File: src/pfx_pkg.sv
`default_nettype none

package pfx_pkg;

	localparam int DATA_W      = 32;
	localparam int SYM_W       = 8;
	localparam int STAT_W      = 2;
	localparam int DEPTH_DFLT  = 64;

	localparam logic [SYM_W-1:0] SYM_ZERO = 8'd48;
	localparam logic [SYM_W-1:0] SYM_ADD  = 8'd43;
	localparam logic [SYM_W-1:0] SYM_SUB  = 8'd45;
	localparam logic [SYM_W-1:0] SYM_MUL  = 8'd42;
	localparam logic [SYM_W-1:0] SYM_DIV  = 8'd47;
	localparam logic [SYM_W-1:0] SYM_XOR  = 8'd94;

	localparam logic [STAT_W-1:0] STAT_OK    = 2'd0;
	localparam logic [STAT_W-1:0] STAT_UNDER = 2'd1;
	localparam logic [STAT_W-1:0] STAT_DIVZ  = 2'd2;
	localparam logic [STAT_W-1:0] STAT_FULL  = 2'd3;

	typedef enum logic [2:0] {
		S_IDLE,
		S_EXEC,
		S_DIV,
		S_WB,
		S_OUT
	} state_t;

	// shift command shared by every cell of the stack
	typedef struct packed {
		logic push;
		logic pop;
	} cell_ctl_t;

endpackage

`default_nettype wire

File: src/pfx_cell.sv
`default_nettype none

// one stack entry: takes the entry above on push, the entry below on pop
module pfx_cell import pfx_pkg::*; (
	input  wire logic              clk,
	input  wire cell_ctl_t         ctl,
	input  wire logic [DATA_W-1:0] above,
	input  wire logic [DATA_W-1:0] below,
	output logic      [DATA_W-1:0] q
);

	logic [DATA_W-1:0] entry_q;

	always_ff @(posedge clk) begin
		if (ctl.push) begin
			entry_q <= above;
		end else if (ctl.pop) begin
			entry_q <= below;
		end
	end

	assign q = entry_q;

endmodule

`default_nettype wire

File: config.mk
export PLATFORM = sky130hd
export DESIGN_NAME = pfx_cell
export DESIGN_NICKNAME = d
export VERILOG_FILES = /design/src/pfx_pkg.sv /design/src/pfx_cell.sv
export SDC_FILE = /design/constraint.sdc
export NUM_CORES = 1
export LEC_CHECK = 0
export BUFFER_PORTS_ARGS = -buffer_cell sky130_fd_sc_hd__buf_2
export CAP_MARGIN = 25
export CORE_ASPECT_RATIO = 1.25
export CORE_MARGIN = 2
export CORE_UTILIZATION = 30
export CTS_CLUSTER_DIAMETER = 100
export DETAILED_ROUTE_END_ITERATION = 8
export PLACE_DENSITY = 0.67
export SYNTH_ARGS = -nofsm -noshare
export SYNTH_HDL_FRONTEND = slang
export SYNTH_SLANG_ARGS = --single-unit
File: constraint.sdc
create_clock -name clk -period 1.7 [get_ports clk]
set_clock_uncertainty 0.05 [all_clocks]
set_input_delay 0 -clock clk [delete_from_list [all_inputs] [get_ports clk]]
set_output_delay 0 -clock clk [all_outputs]
set_load 0.02 [all_outputs]
==> impl_metrics.yaml, run 1 <==
clock_network:
  clock_sinks: 32
  number_of_buffers_inserted_during_clock_tree_synthesis: 5
  cts_buffer_depth: 2
  cts_tree: "done"
  post_cts_resize_count: 0
  clkTransAtPathRegs_ps: 70
  cts_root_buf: "clkbuf_8"
  cts-htree-levels: 2
synth:
  synth.lib_cells_used.distinct: 6
  synth.yosys.seq_area_share_pct: 63.7
  syn-num-nets: 136
  synthesis.area_um2: 1510
  post_synth_inst_count: 69
  syn_avg_cell_area_um2: 21.9
  ys.warnings.count: 0
  ys_seq_elements: 32
setup_path:
  setup.worst_path.start: "above[23]"
  worstPathMaxFanout: 1
  criticalPathCategory: "in2reg"
  cpMaxStageDelayCell: "dlygate4sd3_1"
  worst_ep_required_time_ps: 1670
  critical_path.most_common_cell: "dlygate4sd3_1"
  crit_chain: "dlygate4sd3_1 > buf_2 > mux2_4 > dlygate4sd3_1"
  critical_path_arrival_ps: 1470
  crit_path_max_incr_delay_ps: 560
  critical_path.endpoint_type: "register"
  cp-start-kind: "primary input"
run:
  max_cap_violations: 0
sta:
  final_min_period_over_clock_period_pct: 88.3
  final_max_slew_viol_count: 0
  timing_worst_slew_pin_value_ps: 312
  setup_repair_after_global_routing_missed_its_margin: "false"
  final-setup-viol-count: 0
  timing.slew.headroom_pct: 79.2
  timing.final.hold_violations: 0
  layout_min_cycle_time_ps: 1500
  maximum_achievable_frequency_mhz: 666
  final.setup.tns_ps: 0
routing:
  ant_nets: 0
  drc_errors: 0
  routed_via_density: 4.14
  wire_per_inst_um: 12.5
  drt_wl_total_um: 3750
  detailroute.via_count: 1247
  dr.pass1.iters: 4
  drt_iter0_markers: 83
pwr:
  power_frac_seq_pct: 47.2
  p_total_mw: 2.09
  p_sw_share_pct: 25.0
  internal_power_mw: 1.57
  p_leak_nw: 1.30
  pwr_density_cell_nw_per_um2: 755
  pwr-share-clk_pct: 26.0
  worst_case_vdd_ir_drop_mv: 0.568
  power.net_switching_uw: 523
  power.combinational.fraction_pct: 26.8
layout:
  area.sequential_um2: 961
  multi_input_area_um2: 475
  n_antenna_cell: 0
  largest_register_ffs: 32
  layout_common_cells: "98 x buf_2, 64 x dlygate4sd3_1, 32 x edfxtp_1, 29 x mux2_4, 6 x buf_4"
  post-route-cell-area_um2: 2770
  syn2layout_area_growth_pct: 83.7
  drive_above_1_share_pct: 59.3
  num-nets-final: 307
  layout.cells.most_common: "buf_2"
  fillerInstances: 409
hold_path:
  worst_hold_path_type: "in2reg"
  worstHoldStart: "ctl[0]"
  holdPathEnd: "q[8]$_DFFE_PP_"
  whs_path_depth: 3
global_route:
  globalRoute.totalOverflow: 0
  grt_antenna_before_repair: 0
  grt_use_total_pct: 13.9
  pin_count_of_the_biggest_net_entering_global_routing: 25
  via_count_of_the_first_global_routing_pass: 1314
  wire_length_of_the_first_global_routing_pass_um: 5750
die:
  floorplan.core_area_um2: 4800
  die_w_um: 67.4
  num_io_pins: 99
  die_height_um: 83.3
  start_util_pct: 31.4
  fp-row-count: 28
  die-area_um2: 5610
place:
  port_buffers: 98
  place.gp.congestion: 0.699
  dpl.hpwl_um: 2520
  dpl-instance-area_um2: 2050
outcome:
  status: "complete, no violations"
[area by class of cell]
cell class	count	share of cell area (%)
Timing Repair Buffer	168	42.5
Sequential cell	32	34.7
Multi-Input combinational cell	33	17.2
Tap cell	60	2.71
Clock buffer	5	2.48
Clock inverter	3	0.497
[routing by layer]
layer  vias up  global-route usage, %  wire length (µm)  part of all wire (%)
met1       575                   13.6              1380                    37
met5         -                      0                 0                     0
li1        608                      -                 -                     -
met2        60                   26.8              2090                    56
met3         4                   3.39               241                   6.4
met4         0                   5.01                40                   1.1
[kinds of logic after synthesis]
group | Yosys count | share of synthesized area, %
and+or+nand+nor | 1 | 0.415
DFF | 32 | 63.7
muxes | 32 | 31.1
buffers and inverters | 4 | 4.73
[repair_timing]
action | CTS | global route
hold endpoints to repair | 32 | 0
hold buffers | 64 | 0
buffers inserted | 0 | 0
[power by group through the flow]
stage	clock network [mW]	logic, mW	registers, mW
finish	0.544	0.560	0.988
global route	0.601	0.598	0.996
CTS	0.565	0.561	0.988
detailed placement	0	0.422	1.00
global placement	0	0.419	1.00
floorplan	0	0.140	1.12
[synth_stat cells]
| cell | count | area, µm² |
|---|---|---|
| mux2_4 | 29 | 435 |
| mux2_2 | 3 | 33.8 |
| buf_12 | 3 | 60.1 |
| buf_6 | 1 | 11.3 |
| edfxtp_1 | 32 | 961 |
| or2_1 | 1 | 6.26 |
[metrics by stage]
stage | std cells | worst slack [ps] | util, % | hold WS [ps]
2_1_floorplan | 69 | 237 | - | 167
3_3_place_gp | 229 | 522 | 42.6 | 250
3_5_place_dp | 229 | 483 | 42.6 | 253
4_1_cts | 301 | 232 | 57.7 | 184
5_1_grt | 301 | 191 | 57.7 | 240
6_report | 301 | 198 | 57.7 | 189
[worst max-delay path, delay by kind of cell]
kind / cells / cell delay, ps
multiplexers: 1 / 250
buffers and inverters: 3 / 1220
[worst max path at each step]
stage | endpoint | slack [ps]
floorplan | q[0]$_DFFE_PP_ | 240
global placement | q[30]$_DFFE_PP_ | 520
detailed placement | q[29]$_DFFE_PP_ | 480
CTS | q[18]$_DFFE_PP_ | 230
global route | q[30]$_DFFE_PP_ | 190
finish | q[23]$_DFFE_PP_ | 200
Power figures use the tool's default switching activity.
==> run 2, diff against run 1 <==
PLACE_DENSITY = 0.63   (was 0.67)
==> impl_metrics.yaml, run 2 (synthesis results as in run 1) <==
outcome:
  status: "complete, no violations"
clock_network:
  cts_tree: "done"
  cts_buffer_depth: 2
  cts_root_buf: "clkbuf_8"
  cts_setup_buffers: 0
  number_of_buffers_inserted_during_clock_tree_synthesis: 5
  post_cts_resize_count: 0
  clkTransAtPathRegs_ps: 70
  clock_sinks: 32
  cts-htree-levels: 2
place:
  place.gp.congestion: 0.705
  port_buffers: 98
  placed_cells: 228
  dpl.hpwl_um: 2550
  dp_slack_ps: 483
sta:
  timing_worst_slew_pin_value_ps: 422
  layout_min_cycle_time_ps: 1520
  final_max_slew_viol_count: 0
  final_min_period_over_clock_period_pct: 89.5
  timing.final.hold_violations: 0
  setup_repair_after_global_routing_missed_its_margin: "false"
  post-route-worst-setup-slack_ps: 178
  timing.slew.headroom_pct: 71.9
  final-setup-viol-count: 0
  final.setup.tns_ps: 0
  maximum_achievable_frequency_mhz: 657
layout:
  n_antenna_cell: 0
  largest_register_ffs: 32
  num-nets-final: 306
  layout_common_cells: "98 x buf_2, 64 x dlygate4sd3_1, 32 x edfxtp_1, 29 x mux2_4, 5 x clkbuf_8"
  syn2layout_area_growth_pct: 84.1
  drive_above_1_share_pct: 59.2
  fillerInstances: 415
  finish.cell_count_without_fillers: 300
  layout.cells.most_common: "buf_2"
global_route:
  grt_antenna_before_repair: 0
  wire_length_of_the_first_global_routing_pass_um: 6300
  via_count_of_the_first_global_routing_pass: 1346
  pin_count_of_the_biggest_net_entering_global_routing: 18
  globalRoute.totalOverflow: 0
  grt_use_total_pct: 15.5
die:
  die_w_um: 67.4
  die_height_um: 83.3
  die-area_um2: 5610
  num_io_pins: 99
  floorplan.core_area_um2: 4800
  start_util_pct: 31.4
  fp-row-count: 28
setup_path:
  criticalPathCategory: "in2reg"
  cp-start-kind: "primary input"
  critical_path_arrival_ps: 1500
  worst_ep_required_time_ps: 1680
  worstPathMaxFanout: 1
  critical_path.endpoint_type: "register"
run:
  max_cap_violations: 0
pwr:
  p_total_mw: 2.11
  pwr_density_cell_nw_per_um2: 760
  worst_case_vdd_ir_drop_mv: 0.401
  p_leak_nw: 1.30
routing:
  dr.pass1.iters: 4
  drt_iter0_markers: 37
  routed_via_density: 4.18
  drc_errors: 0
  detailroute.via_count: 1254
  drt_wl_total_um: 4070
  wire_per_inst_um: 13.6
  ant_nets: 0
hold_path:
  worst_hold_path_type: "in2reg"
run 2: cell count changes in the layout (fill, tap and decap cells not counted):
| cell | previous run | this run |
|---|---|---|
| buf_12 | 0 | 1 |
| buf_4 | 6 | 4 |
run 2: routing by layer:
| layer | global-route usage (%) | part of all wire [%] | vias up |
|---|---|---|---|
| li1 | - | - | 608 |
| met1 | 14.7 | 32 | 577 |
| met2 | 28.2 | 58 | 55 |
| met3 | 4.20 | 6.0 | 14 |
| met4 | 9.28 | 3.8 | 0 |
| met5 | 0 | 0 | - |
run 2: critical path, cell delays in order:
cell and delay (ps):
dlygate4sd3_1 550, buf_2 130, mux2_4 260, dlygate4sd3_1 570
run 2: worst paths after layout:
path                              end  slack [ps]  cells past startpoint      from
worst max-delay path   q[3]$_DFFE_PP_         180                      4  below[3]
worst min-delay path  q[14]$_DFFE_PP_         250                      3    ctl[0]
run 2: what timing repair did:
item	in CTS	in global routing
setup endpoints to repair	0	0
hold buffers	64	0
hold endpoints to repair	32	0
run 2: power by group:
| part | leakage [nW] | switching (mW) | internal (mW) | total (mW) |
|---|---|---|---|---|
| Sequential | 0.326 | 0.0213 | 0.969 | 0.990 |
| Combinational | 0.933 | 0.242 | 0.324 | 0.566 |
| Clock | 0.0453 | 0.275 | 0.277 | 0.552 |
| Total | 1.30 | 0.538 | 1.57 | 2.11 |
run 2: cell type report:
cell class | instances | area [µm²] | area share, %
Clock buffer | 5 | 68.8 | 2.48
Sequential cell | 32 | 961 | 34.6
Clock inverter | 3 | 13.8 | 0.496
Tap cell | 60 | 75.1 | 2.71
Multi-Input combinational cell | 33 | 475 | 17.1
Timing Repair Buffer | 167 | 1180 | 42.6
run 2: metrics by stage:
stage	cell area, µm²	hold slack (ps)	util (%)
2_1_floorplan	1510	167	-
3_5_place_dp	2050	253	42.8
4_1_cts	2780	247	57.8
6_report	2780	249	57.8
5_1_grt	2780	289	57.8
3_3_place_gp	2050	250	42.8
==> run 3, diff against run 2 <==
CORE_MARGIN = 10   (was 2)
==> impl_metrics.yaml, run 3 (synthesis results as in run 1) <==
sta:
  layout_min_cycle_time_ps: 1500
  maximum_achievable_frequency_mhz: 665
  timing.final.hold_violations: 0
  final.setup.tns_ps: 0
  timing.slew.headroom_pct: 76.3
  setup_repair_after_global_routing_missed_its_margin: "false"
  final-setup-viol-count: 0
  final_max_slew_viol_count: 0
  timing_worst_slew_pin_value_ps: 355
  final_min_period_over_clock_period_pct: 88.5
setup_path:
  cpMaxStageDelayCell: "dlygate4sd3_1"
  crit_chain: "dlygate4sd3_1 > buf_2 > mux2_4 > dlygate4sd3_1"
  crit_path_max_incr_delay_ps: 570
  worst_ep_required_time_ps: 1670
  cp-start-kind: "primary input"
  critical_path.endpoint_type: "register"
  cp-endpoint: "q[11]$_DFFE_PP_"
  critical_path_arrival_ps: 1480
  critical_path.most_common_cell: "dlygate4sd3_1"
  criticalPathCategory: "in2reg"
  setup.worst_path.start: "above[11]"
  worstPathMaxFanout: 1
die:
  fp-row-count: 28
  floorplan.core_area_um2: 4800
  die_w_um: 83.4
  num_io_pins: 99
  die_height_um: 99.3
  start_util_pct: 31.4
  die-area_um2: 8280
clock_network:
  cts_tree: "done"
  cts-htree-levels: 2
  cts_setup_buffers: 0
  clkTransAtPathRegs_ps: 70
  cts_buffer_depth: 2
  number_of_buffers_inserted_during_clock_tree_synthesis: 5
  cts_root_buf: "clkbuf_8"
  clock_sinks: 32
pwr:
  p_total_mw: 2.10
  p_leak_nw: 1.30
  worst_case_vdd_ir_drop_mv: 0.386
  pwr_density_cell_nw_per_um2: 755
outcome:
  status: "complete, no violations"
global_route:
  groute.layer.met3.usage_pct: 3.67
  grt.met2_usage_pct: 21.5
  via_count_of_the_first_global_routing_pass: 1480
  pin_count_of_the_biggest_net_entering_global_routing: 33
  globalRoute.totalOverflow: 0
  gr-usage-met1_pct: 10.3
  global_route.peak_usage_layer: "met2"
  grt_use_total_pct: 11.1
  grt_antenna_before_repair: 0
  wire_length_of_the_first_global_routing_pass_um: 7500
layout:
  layout_common_cells: "98 x buf_2, 64 x dlygate4sd3_1, 32 x edfxtp_1, 29 x mux2_4, 5 x clkbuf_8"
  fillerInstances: 408
  layout.cells.most_common: "buf_2"
  num-nets-final: 306
  syn2layout_area_growth_pct: 84.7
  n_antenna_cell: 0
  largest_register_ffs: 32
  drive_above_1_share_pct: 58.3
routing:
  drt_iter0_markers: 44
  dr.pass1.iters: 2
  detailroute.via_count: 1256
  wire_per_inst_um: 15.2
  ant_nets: 0
  routed_via_density: 4.19
  drt_wl_total_um: 4570
  drc_errors: 0
place:
  port_buffers: 98
  place.gp.congestion: 0.743
  dpl.hpwl_um: 3270
run:
  max_cap_violations: 0
hold_path:
  worst_hold_path_type: "in2reg"
  worstHoldStart: "ctl[0]"
## run 3: changes by cell type in the layout (fill, tap and decap cells not counted), sizes merged
cell    before  now
clkinv       3    1
clkbuf       5    7
## run 3: worst min-delay path by stage
stage | end | slack, ps | cells past startpoint
3_3_place_gp | q[5]$_DFFE_PP_ | 250 | 2
5_1_grt | q[27]$_DFFE_PP_ | 270 | 3
3_5_place_dp | q[28]$_DFFE_PP_ | 250 | 2
4_1_cts | q[25]$_DFFE_PP_ | 250 | 3
6_report | q[27]$_DFFE_PP_ | 250 | 3
2_1_floorplan | q[0]$_DFFE_PP_ | 170 | 1
## run 3: per-layer routing
metal | part of all wire [%] | vias up
li1 | - | 606
met1 | 34 | 591
met2 | 57 | 53
met3 | 6.8 | 6
met4 | 1.8 | 0
met5 | 0 | -
## run 3: critical path, delay by kind of cell
kind | cells | cell delay [ps]
buffers and inverters | 3 | 1230
muxes | 1 | 250
## run 3: where the power goes
| group | switching, mW | internal (mW) | total (mW) |
|---|---|---|---|
| clock network | 0.259 | 0.285 | 0.544 |
| registers | 0.0179 | 0.968 | 0.986 |
| logic | 0.246 | 0.327 | 0.573 |
| total | 0.524 | 1.58 | 2.10 |
## run 3: layout make-up
cell class	instances	area, µm²	share of cell area (%)
timing repair buffer	167	1190	42.9
sequential	32	961	34.5
multi-input combinational	33	475	17.1
clock buffer	7	76.3	2.74
tap	60	75.1	2.70
clock inverter	1	3.75	0.135
## run 3: per-stage QoR
step / hold WS, ps / instance area (µm²) / worst slack (ps) / cells / utilization [%]
after global routing: 273 / 2790 / 175 / 300 / 58.0
after detailed placement: 253 / 2060 / 516 / 228 / 43.0
after global placement: 251 / 2060 / 548 / 228 / 43.0
after floorplan: 167 / 1510 / 237 / 69 / -
final: 249 / 2790 / 195 / 300 / 58.0
after CTS: 254 / 2790 / 212 / 300 / 58.0
## run 3: repair_timing
item / CTS / global route
hold buffers: 64 / 0
endpoints found under the hold margin: 32 / 0
gates resized for setup: 0 / 0
