`src/pfx_pkg.sv`:
```
`default_nettype none

package pfx_pkg;

	localparam int DATA_W      = 32;
	localparam int SYM_W       = 8;
	localparam int STAT_W      = 2;
	localparam int DEPTH_DFLT  = 64;

	localparam logic [SYM_W-1:0] SYM_ZERO = 8'd48;
	localparam logic [SYM_W-1:0] SYM_ADD  = 8'd43;
	localparam logic [SYM_W-1:0] SYM_SUB  = 8'd45;
	localparam logic [SYM_W-1:0] SYM_MUL  = 8'd42;
	localparam logic [SYM_W-1:0] SYM_DIV  = 8'd47;
	localparam logic [SYM_W-1:0] SYM_XOR  = 8'd94;

	localparam logic [STAT_W-1:0] STAT_OK    = 2'd0;
	localparam logic [STAT_W-1:0] STAT_UNDER = 2'd1;
	localparam logic [STAT_W-1:0] STAT_DIVZ  = 2'd2;
	localparam logic [STAT_W-1:0] STAT_FULL  = 2'd3;

	typedef enum logic [2:0] {
		S_IDLE,
		S_EXEC,
		S_DIV,
		S_WB,
		S_OUT
	} state_t;

	// shift command shared by every cell of the stack
	typedef struct packed {
		logic push;
		logic pop;
	} cell_ctl_t;

endpackage

`default_nettype wire

```
`src/pfx_div.sv`:
```
`default_nettype none

// signed divide, truncating toward zero, one quotient bit per cycle
module pfx_div import pfx_pkg::*; (
	input  wire logic              clk,
	input  wire logic              arst_n,
	input  wire logic              start,
	input  wire logic [DATA_W-1:0] dividend,
	input  wire logic [DATA_W-1:0] divisor,
	output logic                   done,
	output logic      [DATA_W-1:0] quotient
);

	localparam int CNT_W = $clog2(DATA_W);

	logic              busy_q;
	logic              done_q;
	logic [CNT_W-1:0]  cnt_q;
	logic [DATA_W-1:0] rem_q;
	logic [DATA_W-1:0] dvd_q;
	logic [DATA_W-1:0] den_q;
	logic              neg_q;
	logic [DATA_W:0]   shifted;
	logic [DATA_W:0]   diff;
	logic              fits;

	assign shifted = {rem_q, dvd_q[DATA_W-1]};
	assign diff    = shifted - {1'b0, den_q};
	assign fits    = shifted >= {1'b0, den_q};

	always_ff @(posedge clk or negedge arst_n) begin
		if (!arst_n) begin
			busy_q <= 1'b0;
			done_q <= 1'b0;
			cnt_q  <= '0;
		end else begin
			done_q <= 1'b0;
			if (start) begin
				busy_q <= 1'b1;
				cnt_q  <= '0;
			end else if (busy_q) begin
				cnt_q <= cnt_q + CNT_W'(1);
				if (cnt_q == CNT_W'(DATA_W - 1)) begin
					busy_q <= 1'b0;
					done_q <= 1'b1;
				end
			end
		end
	end

	always_ff @(posedge clk) begin
		if (start) begin
			// magnitudes; the most negative value maps to its unsigned magnitude
			dvd_q <= dividend[DATA_W-1] ? (~dividend + DATA_W'(1)) : dividend;
			den_q <= divisor[DATA_W-1] ? (~divisor + DATA_W'(1)) : divisor;
			neg_q <= dividend[DATA_W-1] ^ divisor[DATA_W-1];
			rem_q <= '0;
		end else if (busy_q) begin
			rem_q <= fits ? diff[DATA_W-1:0] : shifted[DATA_W-1:0];
			dvd_q <= {dvd_q[DATA_W-2:0], fits};
		end
	end

	assign done     = done_q;
	assign quotient = neg_q ? (~dvd_q + DATA_W'(1)) : dvd_q;

endmodule

`default_nettype wire

```
`config.mk`:
```
export PLATFORM = sky130hd
export DESIGN_NAME = pfx_div
export DESIGN_NICKNAME = d
export VERILOG_FILES = /design/src/pfx_pkg.sv /design/src/pfx_div.sv
export SDC_FILE = /design/constraint.sdc
export NUM_CORES = 1
export LEC_CHECK = 0
export ABC_AREA = 1
export BUFFER_PORTS_ARGS = -buffer_cell sky130_fd_sc_hd__clkbuf_2
export CORE_UTILIZATION = 30
export DETAILED_ROUTE_END_ITERATION = 8
export PLACE_DENSITY_LB_ADDON = 0.2
export SYNTH_ARGS = -nofsm -noshare
export SYNTH_HDL_FRONTEND = slang
export SYNTH_SLANG_ARGS = --single-unit
```
`constraint.sdc`:
```
create_clock -name clk -period 2.35 [get_ports clk]
set_input_delay 0 -clock clk [delete_from_list [all_inputs] [get_ports clk]]
set_output_delay 0 -clock clk [all_outputs]
set_load 0.02 [all_outputs]
```
==> flow_summary.toml, run 1 <==
[clock_network]
numClockSinks = 104
cts_buffer_depth = 2
cts_tree = "built"
cts_root_buffer = "clkbuf_16"
clkTransAtPathRegs_ns = 0.07
cts-buffers-inserted = 9
htreeDepth = 3
clock_latency_ns = 0.37

[power]
p_leak_uw = 0.005897
ir_drop_mv = 0.3441
p_clk_frac = 0.288
p_per_area_mw_per_mm2 = 457.2
p_int_uw = 3382
power_frac_comb = 0.291
swShare = 0.3524
power_uw = 5223
pwr-share-seq = 0.422
net-switching-power_uw = 1840

[yosys]
syn_inst = 1462
ys_seq_area_frac = 0.2871
yosys.area.top_type = "edfxtp_1"
synth_warnings = 0
synth-edff-count = 65
synth.avg_cell_area_sq_um = 6.594
synth-async-reset-ratio = 0.06731
netlist_area_sq_mm = 0.009640
syn_nets = 1567
ys_top_cells_by_area = "edfxtp_1 20%, nand2_1 17%, inv_1 10%, dfxtp_1 6.6%, xor2_1 5.3%"
synth.distinct_cells = 49
synth_most_common_cell = "nand2_1"
synth.top_cells.by_count = "448 x nand2_1, 267 x inv_1, 113 x nor2_1"
post-synth-top-area-fraction = 0.2025
synth_seq_cells = 104
synth_flop_cell = "edfxtp_1"

[worst_hold_path]
hp-class = "in2async"

[place]
portBuffers = 99
place_area_sq_mm = 0.01071
gp_congestion = 0.9514
placed_cells_incl_taps = 1962
hpwlAfterDp_um = 23480

[drt]
wirelength_um = 29150
dr.pass1.iters = 5
drc_errors = 0
viasPerCell = 4.601
routedWlPerCell_um = 14.61
final_antenna_net_count = 0
drtIter0Drc = 547
vias = 9178

[sta]
min_period_ns = 2.320
setup_viol = 0
fin_worst_skew_ns = 0.01245
worst_pin_slew_ns = 0.7186
period_share = 0.9871
rsz0062_at_grt = "true"
fmax_ghz = 0.4311
slew_viol_final = 0
tns_ns = 0
hold_viol_final = 0
slew_headroom = 0.5209

[floorplan]
die_h_um = 181.3
dieArea_sq_mm = 0.03286
rows = 65
io_pins = 100
die_w_um = 181.3
initial_core_util = 0.3055
coreArea_sq_mm = 0.03156

[job]
drv_cap = 0

[global_route]
grt_pass1_wl_um = 46640
grt_max_degree = 61
antenna_found_initial = 0
grt_pass1_vias = 8754
globalRouteOverflowTotal = 0
track_usage = 0.1813

[setup_path]
setup.worst_path.class = "reg2out"
startpoint_type = "flip-flop"
cp_max_fo = 4
ff2ff_path_depth = 13
cp.arrival_ns = 2.32
worst_setup_path_end_kind = "primary output"
critPathRequiredTime_ns = 2.35

[cells_and_area]
stdcell_count = 1995
antenna_cells = 0
final_area_sq_mm = 0.01142
area_growth_pct = 18.51
fillCellCount = 3495
fin_nets = 1693
layout-drive-gt1-share = 0.1896

[outcome]
outcome = "complete, no violations"
## layout make-up
type | count | area, sq um | share of cell area
repair buffers | 150 | 991.0 | 0.08674
clock inverters | 5 | 38.79 | 0.003395
multi-input cells | 1047 | 5846 | 0.5117
well taps | 402 | 503.0 | 0.04403
inverters | 276 | 1036 | 0.09068
flip-flops and latches | 104 | 2768 | 0.2423
clock buffers | 11 | 242.7 | 0.02125
## stage by stage
stage	setup WS [ns]	hold slack, ns	util
2_1_floorplan	0.3944	-0.2956	-
3_3_place_gp	0.03714	-0.1379	0.3393
3_5_place_dp	0.04437	-0.1417	0.3393
4_1_cts	-0.002759	0.0009595	0.3552
5_1_grt	-0.05763	0.009943	0.3621
6_report	0.03025	0.01009	0.3621
## metal layers
| metal | wire, um | GRT usage | share of wire |
|---|---|---|---|
| met5 | 0 | 0 | 0 |
| met4 | 593 | 0.05627 | 0.020 |
| met3 | 1003 | 0.02217 | 0.034 |
| met2 | 12970 | 0.2888 | 0.44 |
| met1 | 14580 | 0.2538 | 0.50 |
## cell families (layout without fill, tap and decap cells)
family,count (synthesis),count (layout),synth area share
fa+ha+maj,38,38,0.05010
xor+xnor,83,83,0.07541
compound gates,102,102,0.05905
simple gates,824,824,0.3966
flops,104,104,0.2871
buf+inv,311,442,0.1317
## critical path: stages, from the launching register on
cell and delay [ns]:
edfxtp_1 0.46, buf_4 0.18, nor2_2 0.08, nand2_2 0.10
nor2_4 0.16, nand2_4 0.08, nor2_4 0.14, nand3_2 0.13
o21ai_4 0.21, nand2_2 0.09, xor2_2 0.18, buf_6 0.15
## state kept, by name, summed over array words and instances, names as in the netlist
register,count
busy_q,1
cnt_q,5
den_q,32
done,1
dvd_q,32
neg_q,1
rem_q,32
## layout by cell type (no fill, tap or decap), types with 25 or more instances in the layout
| cell | n |
|---|---|
| nand2_1 | 437 |
| inv_1 | 265 |
| nor2_1 | 103 |
| nand3_1 | 93 |
| clkbuf_2 | 90 |
| edfxtp_1 | 65 |
| xor2_1 | 55 |
| o21ai_0 | 50 |
| nand2_2 | 46 |
| nand3_2 | 40 |
| buf_4 | 38 |
| dfxtp_1 | 32 |
| ha_1 | 31 |
| a21oi_1 | 29 |
| xnor2_1 | 25 |
## what timing repair did
| action | in CTS | in global routing |
|---|---|---|
| setup endpoints to repair | 10 | 44 |
| hold buffers | 11 | 0 |
| resized for setup | 20 | 56 |
| endpoints found under the hold margin | 18 | 0 |
| buffers inserted | 5 | 1 |
| pin swaps | 10 | 11 |
## worst paths after layout
path,to,slack [ns],start
worst max-delay path,quotient[28],0.03,dvd_q[2]
worst min-delay path,cnt_q[4],0.01,arst_n
worst max register to register,rem_q[20],0.11,den_q[11]
worst min register to register,rem_q[6],0.48,rem_q[6]
max in group asynchronous,done,2.16,arst_n
min in group clk,dvd_q[26],0.02,dividend[26]
## power groups by stage
stage	registers (uW)	clock network, uW	logic (uW)
2_1_floorplan	2190	0	942
3_3_place_gp	2230	0	1410
3_5_place_dp	2240	0	1410
4_1_cts	2190	1540	1460
5_1_grt	2220	1600	1670
6_report	2200	1500	1520
Power figures use the tool's default switching activity.
==> run 2: changes to the inputs <==
--- a/config.mk
+++ b/config.mk
@@ -7,7 +7,9 @@
 export LEC_CHECK = 0
 export ABC_AREA = 1
 export BUFFER_PORTS_ARGS = -buffer_cell sky130_fd_sc_hd__clkbuf_2
-export CORE_UTILIZATION = 30
+export CELL_PAD_IN_SITES_DETAIL_PLACEMENT = 1
+export CELL_PAD_IN_SITES_GLOBAL_PLACEMENT = 2
+export CORE_UTILIZATION = 33
 export DETAILED_ROUTE_END_ITERATION = 8
 export PLACE_DENSITY_LB_ADDON = 0.2
 export SYNTH_ARGS = -nofsm -noshare
==> flow_summary.toml, run 2 (synthesized netlist as in run 1, its figures left out) <==
[place]
portBuffers = 99
gp_congestion = 0.8945
place_area_sq_mm = 0.01081
placed_cells_incl_taps = 1955
hpwlAfterDp_um = 26520
post-place-ws_ns = -0.01158

[setup_path]
worst_setup_path_end_kind = "primary output"
crit_path_start = "dvd_q[1]"
ff2ff_path_depth = 14
cp.arrival_ns = 2.34
r2r_end = "rem_q[19]"
critPathRequiredTime_ns = 2.35
startpoint_type = "flip-flop"
r2r_slack_ns = 0.10
timing.rr.start = "den_q[13]"
setup.worst_path.class = "reg2out"
cp_max_fo = 3

[sta]
period_share = 0.9966
slew_viol_final = 0
fmax_ghz = 0.4270
hold_viol_final = 0
slew_headroom = 0.5896
rsz0062_at_grt = "true"
finalWorstSetupSlack_ns = 0.007931
fin_worst_skew_ns = 0.01419
worst_pin_slew_ns = 0.6155
min_period_ns = 2.342
setup_viol = 0
tns_ns = 0

[floorplan]
die_w_um = 172.9
rows = 62
die_h_um = 172.9
initial_core_util = 0.3359
io_pins = 100
dieArea_sq_mm = 0.02990
coreArea_sq_mm = 0.02870

[job]
drv_cap = 0

[cells_and_area]
multi_input_area_sq_mm = 0.005964
mostFrequentLayoutCell = "nand2_1"
fin_nets = 1728
reg_top3 = "den_q: 32 flops, dvd_q: 32 flops, rem_q: 32 flops"
fillCellCount = 3771
ff_latch_area_sq_mm = 0.002768
antenna_cells = 0
layout-drive-gt1-share = 0.2217
area_growth_pct = 23.40
final_area_sq_mm = 0.01190
stdcell_count = 2012
layout_common_cells = "429 x nand2_1, 258 x inv_1, 102 x nor2_1"

[drt]
routedWlPerCell_um = 16.67
vias = 9595
wirelength_um = 33540
drc_errors = 0
drtIter0Drc = 426
final_antenna_net_count = 0
viasPerCell = 4.769
dr.pass1.iters = 4

[outcome]
outcome = "complete, no violations"

[clock_network]
numClockSinks = 104
clock_latency_ns = 0.37
cts_buffer_depth = 2
cts_root_buffer = "clkbuf_16"
cts_tree = "built"
cts-buffers-inserted = 9
htreeDepth = 3
clkTransAtPathRegs_ns = 0.08

[worst_hold_path]
hp-class = "in2async"

[global_route]
globalRouteOverflowTotal = 0
grt_pass1_wl_um = 52770
antenna_found_initial = 0
track_usage = 0.2246
grt_pass1_vias = 9751
grt_max_degree = 37

[power]
power_uw = 5477
p_per_area_mw_per_mm2 = 460.4
p_leak_uw = 0.006105
ir_drop_mv = 0.3108
==> run 2: per-stage QoR <==
stage,util,hold WS [ns]
3_5_place_dp,0.3765,-0.1288
6_report,0.4145,0.01136
4_1_cts,0.3974,0.01297
2_1_floorplan,-,-0.2956
3_3_place_gp,0.3765,-0.1330
5_1_grt,0.4145,0.02897
==> run 2: metal layers <==
metal / share of wire / GRT usage / vias up / routed length (um)
met5: 0 / 0 / - / 0
met4: 0.010 / 0.04314 / 0 / 345
met3: 0.021 / 0.02067 / 20 / 703
met2: 0.45 / 0.3644 / 114 / 15240
met1: 0.51 / 0.3245 / 4593 / 17250
li1: - / - / 4868 / -
==> run 2: cell type report <==
cell class                      instances  area share
Inverter                              276     0.08761
Timing Repair Buffer                  185      0.1137
Tap cell                              384     0.04039
Sequential cell                       104      0.2326
Clock buffer                           11     0.01956
Clock inverter                          5    0.004733
Multi-Input combinational cell       1047      0.5014
==> run 2: worst max path at each step <==
| stage | end | slack, ns | cells past startpoint |
|---|---|---|---|
| after floorplan | dvd_q[0] | 0.39 | 13 |
| after global placement | rem_q[28] | 0.03 | 15 |
| after detailed placement | rem_q[28] | -0.01 | 15 |
| after CTS | quotient[23] | -0.02 | 10 |
| after global routing | quotient[27] | -0.16 | 12 |
| final | quotient[22] | 0.008 | 13 |
==> run 2: critical path, stage by stage (launching register included) <==
cell      delay [ns]
edfxtp_1        0.41
buf_4           0.16
inv_4           0.05
ha_4            0.14
nand2_4         0.06
nor2_4          0.13
nand2_4         0.07
nor2_4          0.17
nand2_4         0.10
nor2_4          0.12
buf_4           0.12
nor2_1          0.04
xor2_1          0.22
buf_4           0.19
==> run 2: where the power goes <==
part           internal [uW]  total, uW  leakage, uW  switching, uW
logic                    617       1690      0.00494           1070
clock network            832       1600     0.000142            768
registers               2100       2190      0.00102           94.8
total                   3550       5480      0.00611           1930
==> run 2: repair_timing <==
action                                 CTS  global route
endpoints found under the hold margin   20             0
setup endpoints to repair               11            52
hold buffers                            14             0
resized for setup                       28            98
buffers inserted                         9            17
pin swaps                                9            23
cloned                                   0             1
==> run 3: changes to the inputs <==
--- a/config.mk
+++ b/config.mk
@@ -6,12 +6,14 @@
 export NUM_CORES = 1
 export LEC_CHECK = 0
 export ABC_AREA = 1
+export ABC_CLOCK_PERIOD_IN_PS = 2350
 export BUFFER_PORTS_ARGS = -buffer_cell sky130_fd_sc_hd__clkbuf_2
 export CELL_PAD_IN_SITES_DETAIL_PLACEMENT = 1
 export CELL_PAD_IN_SITES_GLOBAL_PLACEMENT = 2
 export CORE_UTILIZATION = 33
 export DETAILED_ROUTE_END_ITERATION = 8
 export PLACE_DENSITY_LB_ADDON = 0.2
+export REMOVE_ABC_BUFFERS = 1
 export SYNTH_ARGS = -nofsm -noshare
 export SYNTH_HDL_FRONTEND = slang
 export SYNTH_SLANG_ARGS = --single-unit
==> flow_summary.toml, run 3 (synthesized netlist as in run 1, its figures left out) <==
[drt]
drtIter0Drc = 400
final_antenna_net_count = 0
vias = 9501
routedWlPerCell_um = 16.17
viasPerCell = 4.741
drc_errors = 0
wirelength_um = 32400
dr.pass1.iters = 4

[sta]
setup_viol = 0
min_period_ns = 2.317
fin_worst_skew_ns = 0.01132
period_share = 0.9859
slew_headroom = 0.5165
hold_viol_final = 0
slew_viol_final = 0
fmax_ghz = 0.4316
worst_pin_slew_ns = 0.7231
rsz0062_at_grt = "true"
holdWs_ns = 0.01653

[cells_and_area]
layout_common_cells = "430 x nand2_1, 264 x inv_1, 105 x nor2_1"
stdcell_count = 2004
area_growth_pct = 21.22
fin_nets = 1718
multi_input_area_sq_mm = 0.005833
ff_latch_area_sq_mm = 0.002768
mostFrequentLayoutCell = "nand2_1"
reg_top3 = "den_q: 32 flops, dvd_q: 32 flops, rem_q: 32 flops"
fillCellCount = 3772
layout-drive-gt1-share = 0.2021

[place]
hpwlAfterDp_um = 26070
portBuffers = 99
gp_congestion = 0.8611
placed_cells_incl_taps = 1953

[global_route]
antenna_found_initial = 2
grt_pass1_vias = 9938
globalRouteOverflowTotal = 0
grt_max_degree = 43
grt_pass1_wl_um = 51720
track_usage = 0.2184

[job]
drv_cap = 0

[clock_network]
numClockSinks = 104
cts_root_buffer = "clkbuf_16"
cts_buffer_depth = 2
clock_latency_ns = 0.37
cts-buffers-inserted = 9
htreeDepth = 3
clkTransAtPathRegs_ns = 0.08
cts_tree = "built"

[setup_path]
startpoint_type = "flip-flop"
slowest_stage = "nor3_1"
cp_slowest_stage_delay_ns = 0.53
cp.arrival_ns = 2.32
critPathRequiredTime_ns = 2.35
worst_setup_path_end_kind = "primary output"
setup.worst_path.class = "reg2out"
path_cells = "inv_1, nand2_1, nor3_1, nand2_4, o31ai_4, xor2_1, buf_4"
cp_max_fo = 3

[floorplan]
die_w_um = 172.9
rows = 62
coreArea_sq_mm = 0.02870
die_h_um = 172.9
initial_core_util = 0.3359
dieArea_sq_mm = 0.02990
io_pins = 100

[power]
ir_drop_mv = 0.3349
power_uw = 5367
p_leak_uw = 0.006031
p_per_area_mw_per_mm2 = 459.3

[worst_hold_path]
hp-class = "in2reg"

[outcome]
outcome = "complete, no violations"
run 3: metal layers:
metal  GRT usage  up-vias  routed length, um  part of all wire
met5           0        -                  0                 0
met4     0.06010        0                714             0.022
met3     0.02748       38                962             0.030
met2      0.3973      125              16220              0.50
met1      0.2691     4484              14510              0.45
li1            -     4854                  -                 -
run 3: layout make-up:
| type | count | share of cell area |
|---|---|---|
| multi-input cells | 1047 | 0.4991 |
| flip-flops and latches | 104 | 0.2368 |
| repair buffers | 175 | 0.1091 |
| inverters | 276 | 0.08865 |
| well taps | 384 | 0.04111 |
| clock buffers | 10 | 0.02045 |
| clock inverters | 6 | 0.004283 |
| diodes | 2 | 0.0004283 |
run 3: path summary, 6_finish.rpt:
path                        startpoint            to  slack [ns]  cells past startpoint
max                          dvd_q[14]  quotient[30]        0.03                      7
max in group asynchronous       arst_n      cnt_q[4]        1.08                      4
min reg2reg                   cnt_q[3]      cnt_q[3]        0.48                      1
max reg2reg                  rem_q[17]      dvd_q[0]        0.14                     14
min                        divisor[21]     den_q[21]        0.02                      2
min in group asynchronous       arst_n      cnt_q[3]        0.55                      3
run 3: through the flow:
step | worst slack, ns | utilization | TNS, ns | cell area [sq um]
3_3_place_gp | -0.04120 | 0.3755 | -0.4017 | 10780
3_5_place_dp | -0.06505 | 0.3755 | -0.5224 | 10780
6_report | 0.03302 | 0.4071 | 0 | 11690
2_1_floorplan | -0.3983 | - | -19.64 | 9407
5_1_grt | -0.08804 | 0.4070 | -0.4657 | 11680
4_1_cts | -0.07824 | 0.3959 | -0.3234 | 11360
run 3: critical path, delay by kind of cell, from the launching register on:
family | cells | cell delay (ns)
xor+xnor | 1 | 0.23
flops | 1 | 0.42
simple gates | 3 | 0.73
buf+inv | 2 | 0.31
compound gates | 1 | 0.25
run 3: timing repair:
item | in CTS | in global routing
buffers inserted | 6 | 8
endpoints found under the hold margin | 21 | 0
setup endpoints to repair | 33 | 48
gates cloned | 0 | 2
hold buffers | 17 | 0
pin swaps | 8 | 19
gates resized for setup | 22 | 64
run 3: where the power goes:
group	internal, uW	switching, uW
registers	2100	84.9
clock network	769	808
logic	584	1030
